### src/rtl/core/lph_pkg.sv
// shared constants, types and helpers of the linear probe hash table
`default_nettype none
package lph_pkg;

    localparam int CAPACITY   = 16;
    localparam int VALUE_BITS = 32;
    localparam int KEY_W      = 31;
    localparam int CFG_W      = 5;
    localparam int IDX_W      = (CAPACITY > 1) ? $clog2(CAPACITY) : 1;
    localparam int SLOT_W     = 4;
    localparam int STATUS_W   = 3;

    // remainder unit: key padded to an even width, two bits retired per cycle
    localparam int MOD_IN_W   = KEY_W + (KEY_W % 2);
    localparam int MOD_STEPS  = MOD_IN_W / 2;
    localparam int MOD_CNT_W  = $clog2(MOD_STEPS);

    // configuration register indexes
    localparam logic CFG_TABLE_SIZE = 1'b0;
    localparam logic CFG_FILL_LIMIT = 1'b1;

    typedef enum logic [STATUS_W-1:0] {
        STAT_INSERTED  = 3'd0,
        STAT_UPDATED   = 3'd1,
        STAT_FOUND     = 3'd2,
        STAT_NOT_FOUND = 3'd3,
        STAT_FULL      = 3'd4
    } status_t;

    typedef enum logic [1:0] {
        FSM_IDLE,
        FSM_MOD,
        FSM_PROBE,
        FSM_REPLY
    } fsm_t;

    typedef struct packed {
        logic             start;
        logic [KEY_W-1:0] key;
        logic [CFG_W-1:0] divisor;
    } mod_req_t;

    typedef struct packed {
        logic             done;
        logic [CFG_W-1:0] rem;
    } mod_rsp_t;

    typedef struct packed {
        logic                  wr_key;
        logic                  wr_val;
        logic [IDX_W-1:0]      addr;
        logic [KEY_W-1:0]      key;
        logic [VALUE_BITS-1:0] value;
    } store_wr_t;

    typedef struct packed {
        logic             occupied;
        logic [KEY_W-1:0] key;
    } store_rd_t;

    // size in use: zero acts as one, anything above the capacity as the capacity
    function automatic logic [CFG_W-1:0] eff_size(input logic [CFG_W-1:0] ts);
        logic [CFG_W-1:0] res;
        begin
            res = ts;
            if (ts == '0) begin
                res = CFG_W'(1);
            end else if (int'(ts) > CAPACITY) begin
                res = CFG_W'(CAPACITY);
            end
            return res;
        end
    endfunction

    // one restoring remainder step; r stays below d
    function automatic logic [CFG_W-1:0] rem_step(input logic [CFG_W-1:0] r,
                                                  input logic b,
                                                  input logic [CFG_W-1:0] d);
        logic [CFG_W-1:0] t;
        begin
            t = {r[CFG_W-2:0], b};
            if (t >= d) begin
                t = t - d;
            end
            return t;
        end
    endfunction

endpackage
`default_nettype wire

### src/rtl/core/lph_mod_unit.sv
// iterative key modulo table size, two quotient bits per cycle
`default_nettype none
module lph_mod_unit (
    input  wire logic             aclk,
    input  wire logic             aresetn,
    input  wire lph_pkg::mod_req_t req,
    output lph_pkg::mod_rsp_t      rsp
);

    logic                              busy_reg, busy_next;
    logic                              done_reg, done_next;
    logic [lph_pkg::MOD_CNT_W-1:0]     cnt_reg, cnt_next;
    logic [lph_pkg::MOD_IN_W-1:0]      sh_reg, sh_next;
    logic [lph_pkg::CFG_W-1:0]         rem_reg, rem_next;
    logic [lph_pkg::CFG_W-1:0]         div_reg, div_next;
    logic [lph_pkg::CFG_W-1:0]         rem_mid;

    always_comb begin
        busy_next = busy_reg;
        done_next = 1'b0;
        cnt_next  = cnt_reg;
        sh_next   = sh_reg;
        rem_next  = rem_reg;
        div_next  = div_reg;
        rem_mid   = lph_pkg::rem_step(rem_reg, sh_reg[lph_pkg::MOD_IN_W-1], div_reg);
        if (req.start) begin
            busy_next = 1'b1;
            cnt_next  = '0;
            sh_next   = lph_pkg::MOD_IN_W'(req.key);
            rem_next  = '0;
            div_next  = req.divisor;
        end else if (busy_reg) begin
            rem_next = lph_pkg::rem_step(rem_mid, sh_reg[lph_pkg::MOD_IN_W-2], div_reg);
            sh_next  = {sh_reg[lph_pkg::MOD_IN_W-3:0], 2'b00};
            cnt_next = cnt_reg + 1'b1;
            if (cnt_reg == lph_pkg::MOD_CNT_W'(lph_pkg::MOD_STEPS - 1)) begin
                busy_next = 1'b0;
                done_next = 1'b1;
            end
        end
    end

    always_ff @(posedge aclk) begin
        if (!aresetn) begin
            busy_reg <= 1'b0;
            done_reg <= 1'b0;
        end else begin
            busy_reg <= busy_next;
            done_reg <= done_next;
        end
        cnt_reg <= cnt_next;
        sh_reg  <= sh_next;
        rem_reg <= rem_next;
        div_reg <= div_next;
    end

    assign rsp.done = done_reg;
    assign rsp.rem  = rem_reg;

endmodule
`default_nettype wire

### src/rtl/core/lph_store.sv
// slot keys, values and occupied marks
`default_nettype none
module lph_store (
    input  wire logic                        aclk,
    input  wire logic                        aresetn,
    input  wire lph_pkg::store_wr_t          wr,
    input  wire logic [lph_pkg::IDX_W-1:0]   rd_addr,
    output lph_pkg::store_rd_t               rd
);

    logic [lph_pkg::KEY_W-1:0]      keys_reg [lph_pkg::CAPACITY];
    logic [lph_pkg::VALUE_BITS-1:0] values_reg [lph_pkg::CAPACITY];
    logic [lph_pkg::CAPACITY-1:0]   occ_reg;

    always_ff @(posedge aclk) begin
        if (!aresetn) begin
            occ_reg <= '0;
        end else if (wr.wr_key) begin
            occ_reg[wr.addr] <= 1'b1;
        end
        if (wr.wr_key) begin
            keys_reg[wr.addr] <= wr.key;
        end
        if (wr.wr_val) begin
            values_reg[wr.addr] <= wr.value;
        end
    end

    assign rd.occupied = occ_reg[rd_addr];
    assign rd.key      = keys_reg[rd_addr];

endmodule
`default_nettype wire

### src/rtl/core/lph_ctrl.sv
// sequencer: fill check, hash, probe walk and result register
`default_nettype none
module lph_ctrl (
    input  wire logic                             aclk,
    input  wire logic                             aresetn,
    input  wire logic                             s_valid,
    output logic                                  s_ready,
    input  wire logic                             s_mode,
    input  wire logic [lph_pkg::KEY_W-1:0]        s_key,
    input  wire logic [lph_pkg::VALUE_BITS-1:0]   s_value,
    output logic                                  m_valid,
    input  wire logic                             m_ready,
    output logic [lph_pkg::STATUS_W-1:0]          m_status,
    output logic [lph_pkg::SLOT_W-1:0]            m_slot,
    input  wire logic [lph_pkg::CFG_W-1:0]        eff_size,
    input  wire logic [lph_pkg::CFG_W-1:0]        fill_limit,
    output lph_pkg::mod_req_t                     mod_req,
    input  wire lph_pkg::mod_rsp_t                mod_rsp,
    output lph_pkg::store_wr_t                    store_wr,
    output logic [lph_pkg::IDX_W-1:0]             rd_addr,
    input  wire lph_pkg::store_rd_t               store_rd
);

    lph_pkg::fsm_t                    state_reg, state_next;
    logic                             mode_reg, mode_next;
    logic [lph_pkg::KEY_W-1:0]        key_reg, key_next;
    logic [lph_pkg::VALUE_BITS-1:0]   val_reg, val_next;
    logic [lph_pkg::CFG_W-1:0]        pos_reg, pos_next;
    logic [lph_pkg::CFG_W-1:0]        step_reg, step_next;
    logic [lph_pkg::CFG_W-1:0]        count_reg, count_next;
    lph_pkg::status_t                 status_reg, status_next;
    logic [lph_pkg::SLOT_W-1:0]       slot_reg, slot_next;
    logic                             out_valid_reg, out_valid_next;
    logic [lph_pkg::STATUS_W-1:0]     out_status_reg, out_status_next;
    logic [lph_pkg::SLOT_W-1:0]       out_slot_reg, out_slot_next;
    logic                             out_free;
    logic [lph_pkg::CFG_W-1:0]        pos_inc;

    assign out_free = !out_valid_reg || m_ready;
    assign pos_inc  = pos_reg + 1'b1;
    assign rd_addr  = lph_pkg::IDX_W'(pos_reg);

    always_comb begin
        state_next      = state_reg;
        mode_next       = mode_reg;
        key_next        = key_reg;
        val_next        = val_reg;
        pos_next        = pos_reg;
        step_next       = step_reg;
        count_next      = count_reg;
        status_next     = status_reg;
        slot_next       = slot_reg;
        out_valid_next  = out_valid_reg && !m_ready;
        out_status_next = out_status_reg;
        out_slot_next   = out_slot_reg;
        s_ready         = 1'b0;
        mod_req.start   = 1'b0;
        mod_req.key     = s_key;
        mod_req.divisor = eff_size;
        store_wr.wr_key = 1'b0;
        store_wr.wr_val = 1'b0;
        store_wr.addr   = lph_pkg::IDX_W'(pos_reg);
        store_wr.key    = key_reg;
        store_wr.value  = val_reg;

        case (state_reg)
            lph_pkg::FSM_IDLE: begin
                s_ready = 1'b1;
                if (s_valid) begin
                    mode_next = s_mode;
                    key_next  = s_key;
                    val_next  = s_value;
                    if (!s_mode && (count_reg >= fill_limit)) begin
                        status_next = lph_pkg::STAT_FULL;
                        slot_next   = '0;
                        state_next  = lph_pkg::FSM_REPLY;
                    end else begin
                        mod_req.start = 1'b1;
                        state_next    = lph_pkg::FSM_MOD;
                    end
                end
            end
            lph_pkg::FSM_MOD: begin
                if (mod_rsp.done) begin
                    pos_next   = mod_rsp.rem;
                    step_next  = '0;
                    state_next = lph_pkg::FSM_PROBE;
                end
            end
            lph_pkg::FSM_PROBE: begin
                if (!store_rd.occupied) begin
                    state_next = lph_pkg::FSM_REPLY;
                    if (mode_reg) begin
                        status_next = lph_pkg::STAT_NOT_FOUND;
                        slot_next   = '0;
                    end else begin
                        store_wr.wr_key = 1'b1;
                        store_wr.wr_val = 1'b1;
                        count_next      = count_reg + 1'b1;
                        status_next     = lph_pkg::STAT_INSERTED;
                        slot_next       = lph_pkg::SLOT_W'(pos_reg);
                    end
                end else if (store_rd.key == key_reg) begin
                    state_next = lph_pkg::FSM_REPLY;
                    slot_next  = lph_pkg::SLOT_W'(pos_reg);
                    if (mode_reg) begin
                        status_next = lph_pkg::STAT_FOUND;
                    end else begin
                        store_wr.wr_val = 1'b1;
                        status_next     = lph_pkg::STAT_UPDATED;
                    end
                end else if (step_reg + 1'b1 == eff_size) begin
                    // walked every slot in use without a match or a hole
                    state_next  = lph_pkg::FSM_REPLY;
                    slot_next   = '0;
                    status_next = mode_reg ? lph_pkg::STAT_NOT_FOUND : lph_pkg::STAT_FULL;
                end else begin
                    pos_next  = (pos_inc == eff_size) ? '0 : pos_inc;
                    step_next = step_reg + 1'b1;
                end
            end
            lph_pkg::FSM_REPLY: begin
                if (out_free) begin
                    out_valid_next  = 1'b1;
                    out_status_next = status_reg;
                    out_slot_next   = slot_reg;
                    state_next      = lph_pkg::FSM_IDLE;
                end
            end
            default: begin
                state_next = lph_pkg::FSM_IDLE;
            end
        endcase
    end

    always_ff @(posedge aclk) begin
        if (!aresetn) begin
            state_reg     <= lph_pkg::FSM_IDLE;
            count_reg     <= '0;
            out_valid_reg <= 1'b0;
        end else begin
            state_reg     <= state_next;
            count_reg     <= count_next;
            out_valid_reg <= out_valid_next;
        end
        mode_reg       <= mode_next;
        key_reg        <= key_next;
        val_reg        <= val_next;
        pos_reg        <= pos_next;
        step_reg       <= step_next;
        status_reg     <= status_next;
        slot_reg       <= slot_next;
        out_status_reg <= out_status_next;
        out_slot_reg   <= out_slot_next;
    end

    assign m_valid  = out_valid_reg;
    assign m_status = out_status_reg;
    assign m_slot   = out_slot_reg;

    a_probe_in_range: assert property (@(posedge aclk) disable iff (!aresetn)
        state_reg == lph_pkg::FSM_PROBE |-> pos_reg < eff_size)
        else $error("probe position outside table size");

    a_count_steps_by_one: assert property (@(posedge aclk) disable iff (!aresetn)
        count_reg != $past(count_reg) |-> count_reg == lph_pkg::CFG_W'($past(count_reg) + 1'b1))
        else $error("entry count moved by more than one");

    a_insert_under_limit: assert property (@(posedge aclk) disable iff (!aresetn)
        store_wr.wr_key |-> count_reg < fill_limit)
        else $error("new key stored at or above fill limit");

    a_mod_done_in_mod: assert property (@(posedge aclk) disable iff (!aresetn)
        mod_rsp.done |-> state_reg == lph_pkg::FSM_MOD)
        else $error("remainder finished outside hash state");

    a_reply_loads_out: assert property (@(posedge aclk) disable iff (!aresetn)
        state_reg == lph_pkg::FSM_REPLY && out_free |=> out_valid_reg)
        else $error("reply not moved to output register");

endmodule
`default_nettype wire

### src/rtl/core/linear_probe_hash_table_top.sv
// top level of the linear probe hash table: config registers and block wiring
`default_nettype none
// Open-addressing hash table with linear probing over up to 16 slots. Each input word
// is an insert/update (mode 0) or a search (mode 1) and gives one result word. The
// home slot is key mod the table size in use, computed by a restoring remainder unit
// that retires two key bits per cycle, then one slot is probed per cycle for up to
// the table size in use; an insert refused at the fill limit skips both steps.
// The input is not ready while an item is at work; a finished result sits in an output
// register, so the next word is taken while it waits. Config writes (cfg_addr 0
// table_size, 1 fill_limit) are meant for idle periods only.
module linear_probe_hash_table_top (
    input  wire logic                             aclk,
    input  wire logic                             aresetn,
    input  wire logic                             s_valid,
    output logic                                  s_ready,
    input  wire logic                             s_mode,
    input  wire logic [lph_pkg::KEY_W-1:0]        s_key,
    input  wire logic [lph_pkg::VALUE_BITS-1:0]   s_value,
    output logic                                  m_valid,
    input  wire logic                             m_ready,
    output logic [lph_pkg::STATUS_W-1:0]          m_status,
    output logic [lph_pkg::SLOT_W-1:0]            m_slot,
    input  wire logic                             cfg_wr_en,
    input  wire logic                             cfg_addr,
    input  wire logic [lph_pkg::CFG_W-1:0]        cfg_wdata
);

    logic [lph_pkg::CFG_W-1:0] table_size_reg;
    logic [lph_pkg::CFG_W-1:0] fill_limit_reg;
    logic [lph_pkg::CFG_W-1:0] eff_size;
    logic [lph_pkg::IDX_W-1:0] rd_addr;
    lph_pkg::mod_req_t         mod_req;
    lph_pkg::mod_rsp_t         mod_rsp;
    lph_pkg::store_wr_t        store_wr;
    lph_pkg::store_rd_t        store_rd;

    always_ff @(posedge aclk) begin
        if (!aresetn) begin
            table_size_reg <= lph_pkg::CFG_W'(10);
            fill_limit_reg <= lph_pkg::CFG_W'(6);
        end else if (cfg_wr_en) begin
            case (cfg_addr)
                lph_pkg::CFG_TABLE_SIZE: table_size_reg <= cfg_wdata;
                lph_pkg::CFG_FILL_LIMIT: fill_limit_reg <= cfg_wdata;
                default: ;
            endcase
        end
    end

    assign eff_size = lph_pkg::eff_size(table_size_reg);

    lph_mod_unit u_mod (
        .aclk    (aclk),
        .aresetn (aresetn),
        .req     (mod_req),
        .rsp     (mod_rsp)
    );

    lph_store u_store (
        .aclk    (aclk),
        .aresetn (aresetn),
        .wr      (store_wr),
        .rd_addr (rd_addr),
        .rd      (store_rd)
    );

    lph_ctrl u_ctrl (
        .aclk       (aclk),
        .aresetn    (aresetn),
        .s_valid    (s_valid),
        .s_ready    (s_ready),
        .s_mode     (s_mode),
        .s_key      (s_key),
        .s_value    (s_value),
        .m_valid    (m_valid),
        .m_ready    (m_ready),
        .m_status   (m_status),
        .m_slot     (m_slot),
        .eff_size   (eff_size),
        .fill_limit (fill_limit_reg),
        .mod_req    (mod_req),
        .mod_rsp    (mod_rsp),
        .store_wr   (store_wr),
        .rd_addr    (rd_addr),
        .store_rd   (store_rd)
    );

endmodule
`default_nettype wire
### config.mk
export PLATFORM = sky130hd
export DESIGN_NAME = linear_probe_hash_table_top
export DESIGN_NICKNAME = d
export VERILOG_FILES = /design/src/rtl/core/lph_pkg.sv /design/src/rtl/core/lph_mod_unit.sv /design/src/rtl/core/lph_store.sv /design/src/rtl/core/lph_ctrl.sv /design/src/rtl/core/linear_probe_hash_table_top.sv
export SDC_FILE = /design/constraint.sdc
export NUM_CORES = 1
export LEC_CHECK = 0
export BUFFER_PORTS_ARGS = -buffer_cell sky130_fd_sc_hd__buf_4
export CAP_MARGIN = 30
export CORE_ASPECT_RATIO = 1.1
export CORE_MARGIN = 5
export CORE_UTILIZATION = 62
export CTS_CLUSTER_SIZE = 12
export DETAILED_ROUTE_END_ITERATION = 16
export PLACE_DENSITY = 0.8
export RECOVER_POWER = 50
export SYNTH_ARGS = -nofsm -noshare
export SYNTH_HDL_FRONTEND = slang
export SYNTH_HIERARCHICAL = 1
export SYNTH_SLANG_ARGS = --single-unit
export TNS_END_PERCENT = 20
### constraint.sdc
create_clock -name aclk -period 6.51 [get_ports aclk]
set_clock_uncertainty 0.15 [all_clocks]
set_input_delay 0.651 -clock aclk [delete_from_list [all_inputs] [get_ports aclk]]
set_output_delay 0.651 -clock aclk [all_outputs]
set_load 0.005 [all_outputs]
Word-level counts from Yosys, hierarchy flattened:

Memories as Yosys holds them, arrays and structs flattened. A register that Yosys moved wholly into a read port is not among the register bits.
Index checks and enable logic that the tools add are counted.

* flip-flop bits (word level): 138
* memory bits (writable): 496
* input bits: 75
* memories: 1

* add/subtract/negate cells: 6
* order comparisons: 6
* equality and inequality tests: 15
* muxes and demuxes: 64
* bitwise gates (word level): 6
* reductions and logical operators: 21

Memory list
* u_store.keys_reg: depth 16, width 31, read ports 1, clocked after memory_dff 1, wr ports 1, line lph_store.sv:11 `logic [lph_pkg::KEY_W-1:0] keys_reg [lph_pkg::CAPACITY];`

Operators by type and width (count)
* $mux W31: 2
* $mux W5: 12
* $mux W4: 8
* $eq A31 B31 Y1: 1
* $mux W2: 11
* $pmux W5 S2: 2
* $mux W1: 18
* $mux W3: 6
* $or A16 B16 Y16: 1
* $add A5 B1 Y5 const B: 3
* $ge A5 B5 Y1: 3
* $eq A5 B5 Y1: 2
* $ne A2 B2 Y1 const B: 4
* $pmux W2 S4: 1
* $pmux W4 S2: 1
* $reduce_and A2 Y1: 4
* $reduce_and A4 Y1: 2
* $ne A2 B1 Y1 const B: 3
* $pmux W3 S2: 1
* $reduce_bool A2 Y1: 3
* $gt A5 B5 Y1 const B: 1
* $logic_not A5 Y1: 1
* $lt A4 B5 Y1 const B: 1
* $not A1 Y1: 5
* other kinds (17): 22

Longest topological paths before layout:

* depth in word-level cells: 10
* mapped depth: 15
* gate-level depth less buffers: 13

Modules after synthesis:

The synthesis kept the hierarchy.

Modules (own cells, without submodules)
* lph_store: instances 1, cells each 824, area each 19164.6 sq um
* lph_ctrl: instances 1, cells each 308, area each 4355.4 sq um
* lph_mod_unit: instances 1, cells each 183, area each 2439.8 sq um
* linear_probe_hash_table_top: instances 1, cells each 50, area each 437.9 sq um

Worst setup path before layout:

OpenSTA, ideal clock, no wires.

* path kind: register to register
* from: reg u_ctrl/pos_reg[0] in the netlist's numbering
* to: mem u_store/keys_reg[0][0] in the netlist's numbering (enable)
* setup time: 0.460 ns
* arrival time: 5.140 ns
* required time: 5.900 ns
* slack: 0.760 ns
* cell stages (with the launch flop): 12
* buffers on the path: 4
* cells stage by stage: edfxtp_1 > buf_4 > buf_2 > buf_2 > mux4_2 > a22oi_1 > nand2_1 > nor2_1 > and2_1 > clkbuf_1 > or3b_2 > nor3_1

RTL lines
* start, declared: line lph_ctrl.sv:28 `logic [lph_pkg::CFG_W-1:0] pos_reg, pos_next;`
* start signal, assigned: line lph_ctrl.sv:149 `pos_reg <= pos_next;`
* end, declared: line lph_store.sv:11

==> results.md <==
* Rel. slew slack at -0.9421
* Failing checks: capacitance limit, slew limit
* First-pass GRT wire length at 82,100 um
* Crit Path Max Fanout at 34
* Crit path capture type: flop
* Crit path largest cell delay at 2.04 ns
* WP buf/inv at 3
* CTS tree: yes
* Fin area at 27,840 um^2
* Placed cells at 1,826
* Worst r2r src: u_ctrl/state_reg[0]$_SDFFE_PN0P_
* Finished Layout Cells at 1,905
* Max cap viols at 3
* Initial antenna violation count at 0
* Post-CTS Hold Buffers at 0
* Clock Tree Buf Depth at 3
* Syn_area_per_cell at 19.10 um^2
* Startpoint types: flop
* Slew Limit Fails at 87
* R2r setup slk at 1.22 ns
* Core Region at 40,370 um^2
* Area of the die at 45,160 um^2
* Tmin final at 5.295 ns
* Total power at 10.21 mW
* FP Rows at 77
* Outcome: finished with violations
* Die height at 222.4 um
* F_max at 188.9 MHz
* I/O Pins at 84
* Kind of critical path: flop to flop
* Clk pin slew, worst setup/hold paths at 0.06 ns
* Initial Util at 0.6299
* Initial DRC count at 1,386
* First-pass iteration count of the detailed router at 5
* Final WL at 54,280 um
* Peak VDD IR at 0.3002 mV
* Slowest stage cell, crit path: clkbuf_1
* Most frequent cells in the layout: 588 x edfxtp_1, 128 x mux4_2, 64 x a22oi_1
* Crit path cell chain: inv_1, ha_1, and2_2, clkbuf_1, nor2b_4, buf_4, nor2b_1, nand2_1, o32ai_1, a31o_2
* P_leak at 9.016 nW
* Residual DRC count at 0
* Total gr overflow at 0
* CP Depth at 10
* Final setup violation count at 0
* Fin. Hold Viols at 0
* Commonest non-fill, non-tap cell in the layout: edfxtp_1
* Pwr dens at 366.7 nW/um^2
* H-tree depth at 2
* Crit path max-delay family: buffers and inverters
* GRT Resource Usage Total at 0.2440
* Routability cong. at 0.7800
* Root buf cell: clkbuf_16
* Num CTS Buffers at 59
* Number of synthesis warnings at 6
* Max reg flops at 496
* Hold Path Cell Cnt at 1
* CP required at 6.87 ns
* Syn-to-layout area delta at 9.488%
* Worst R2R End: u_mod/rem_reg[1]$_SDFFE_PP0P_
* RSZ-0062 raised after global routing: no
* Placed Area at 26,320 um^2
* Post-synthesis cell area at 25,430 um^2
* Vias at 12,680
* Worst-margin pin slew at 2.913 ns
* Finished Core Util at 0.6896
* HP Class: input port to flop
* Largest net degree at the start of global routing at 90
* Nets@finish at 1,478
* Vias in the first global route at 13,290
* Routed length per instance at 28.49 um
* Die W at 203.1 um
* Arrival time worst endpoint at 5.65 ns
* Post_cts resized at 0
* Setup TNS at 0 ns
* Synthesized Nets at 1,433
* PortBufs at 51
* Layout cells sized above 1 at 0.2313
* Depth of the most critical reg-to-reg path at 10
* Hold_sp: s_key[0]
* Total clock sinks at 634
* DP HPWL at 30,590 um
* WHS Endpoint: u_ctrl/key_reg[0]$_DFFE_PP_
* Via-to-Cell Ratio at 6.657
* Final Cycle Share at 0.8133
* Mapped Cells at 1,331
* Ant. Diodes at 0
* Worst-Skew Late Latency at 0.62 ns
* Post-CTS Setup Inserts at 0
* Final ANT Viol Nets at 0
[worst max path at each step]
stage                                      from                                 end
6_report       u_ctrl/state_reg[0]$_SDFFE_PN0P_       u_mod/rem_reg[1]$_SDFFE_PP0P_
5_1_grt        u_ctrl/state_reg[0]$_SDFFE_PN0P_       u_mod/rem_reg[1]$_SDFFE_PP0P_
4_1_cts             u_ctrl/pos_reg[0]$_DFFE_PP_    u_ctrl/slot_reg[1]$_SDFFCE_PN0P_
3_5_place_dp        u_ctrl/pos_reg[0]$_DFFE_PP_    u_ctrl/slot_reg[1]$_SDFFCE_PN0P_
3_3_place_gp        u_ctrl/pos_reg[0]$_DFFE_PP_  u_ctrl/status_reg[1]$_SDFFCE_PN0P_
2_1_floorplan       u_ctrl/pos_reg[0]$_DFFE_PP_    u_store/keys_reg[0][0]$_DFFE_PP_
[per-stage QoR]
step           setup slack, ns  hold slack (ns)
2_1_floorplan           0.8164           0.2503
3_3_place_gp             1.776           0.2507
3_5_place_dp             1.713           0.2584
4_1_cts                  1.715          0.04156
5_1_grt                 0.9962          0.07239
6_report                 1.215          0.09535
[power breakdown]
group          total, mW  internal (mW)  switching (mW)
registers           5.03           4.79           0.241
logic               2.17          0.953            1.22
clock network       3.01           1.64            1.37
[layout make-up]
type	count	area [um^2]
Clock inverter	4	37.54
Sequential cell	634	18580
Multi-Input combinational cell	561	6238
Tap cell	513	641.9
Clock buffer	73	1539
Fill cell	2434	12530
Inverter	33	123.9
Timing Repair Buffer	87	679.4
[layer usage]
layer  track usage  vias to the layer above  share of wire
li1              -                     5340              -
met1        0.3387                     6578           0.38
met2        0.4045                      638           0.51
met3       0.04097                      125          0.084
met4       0.07878                        0          0.029
met5             0                        -              0
No activity file was read; power rests on OpenSTA's default activity.
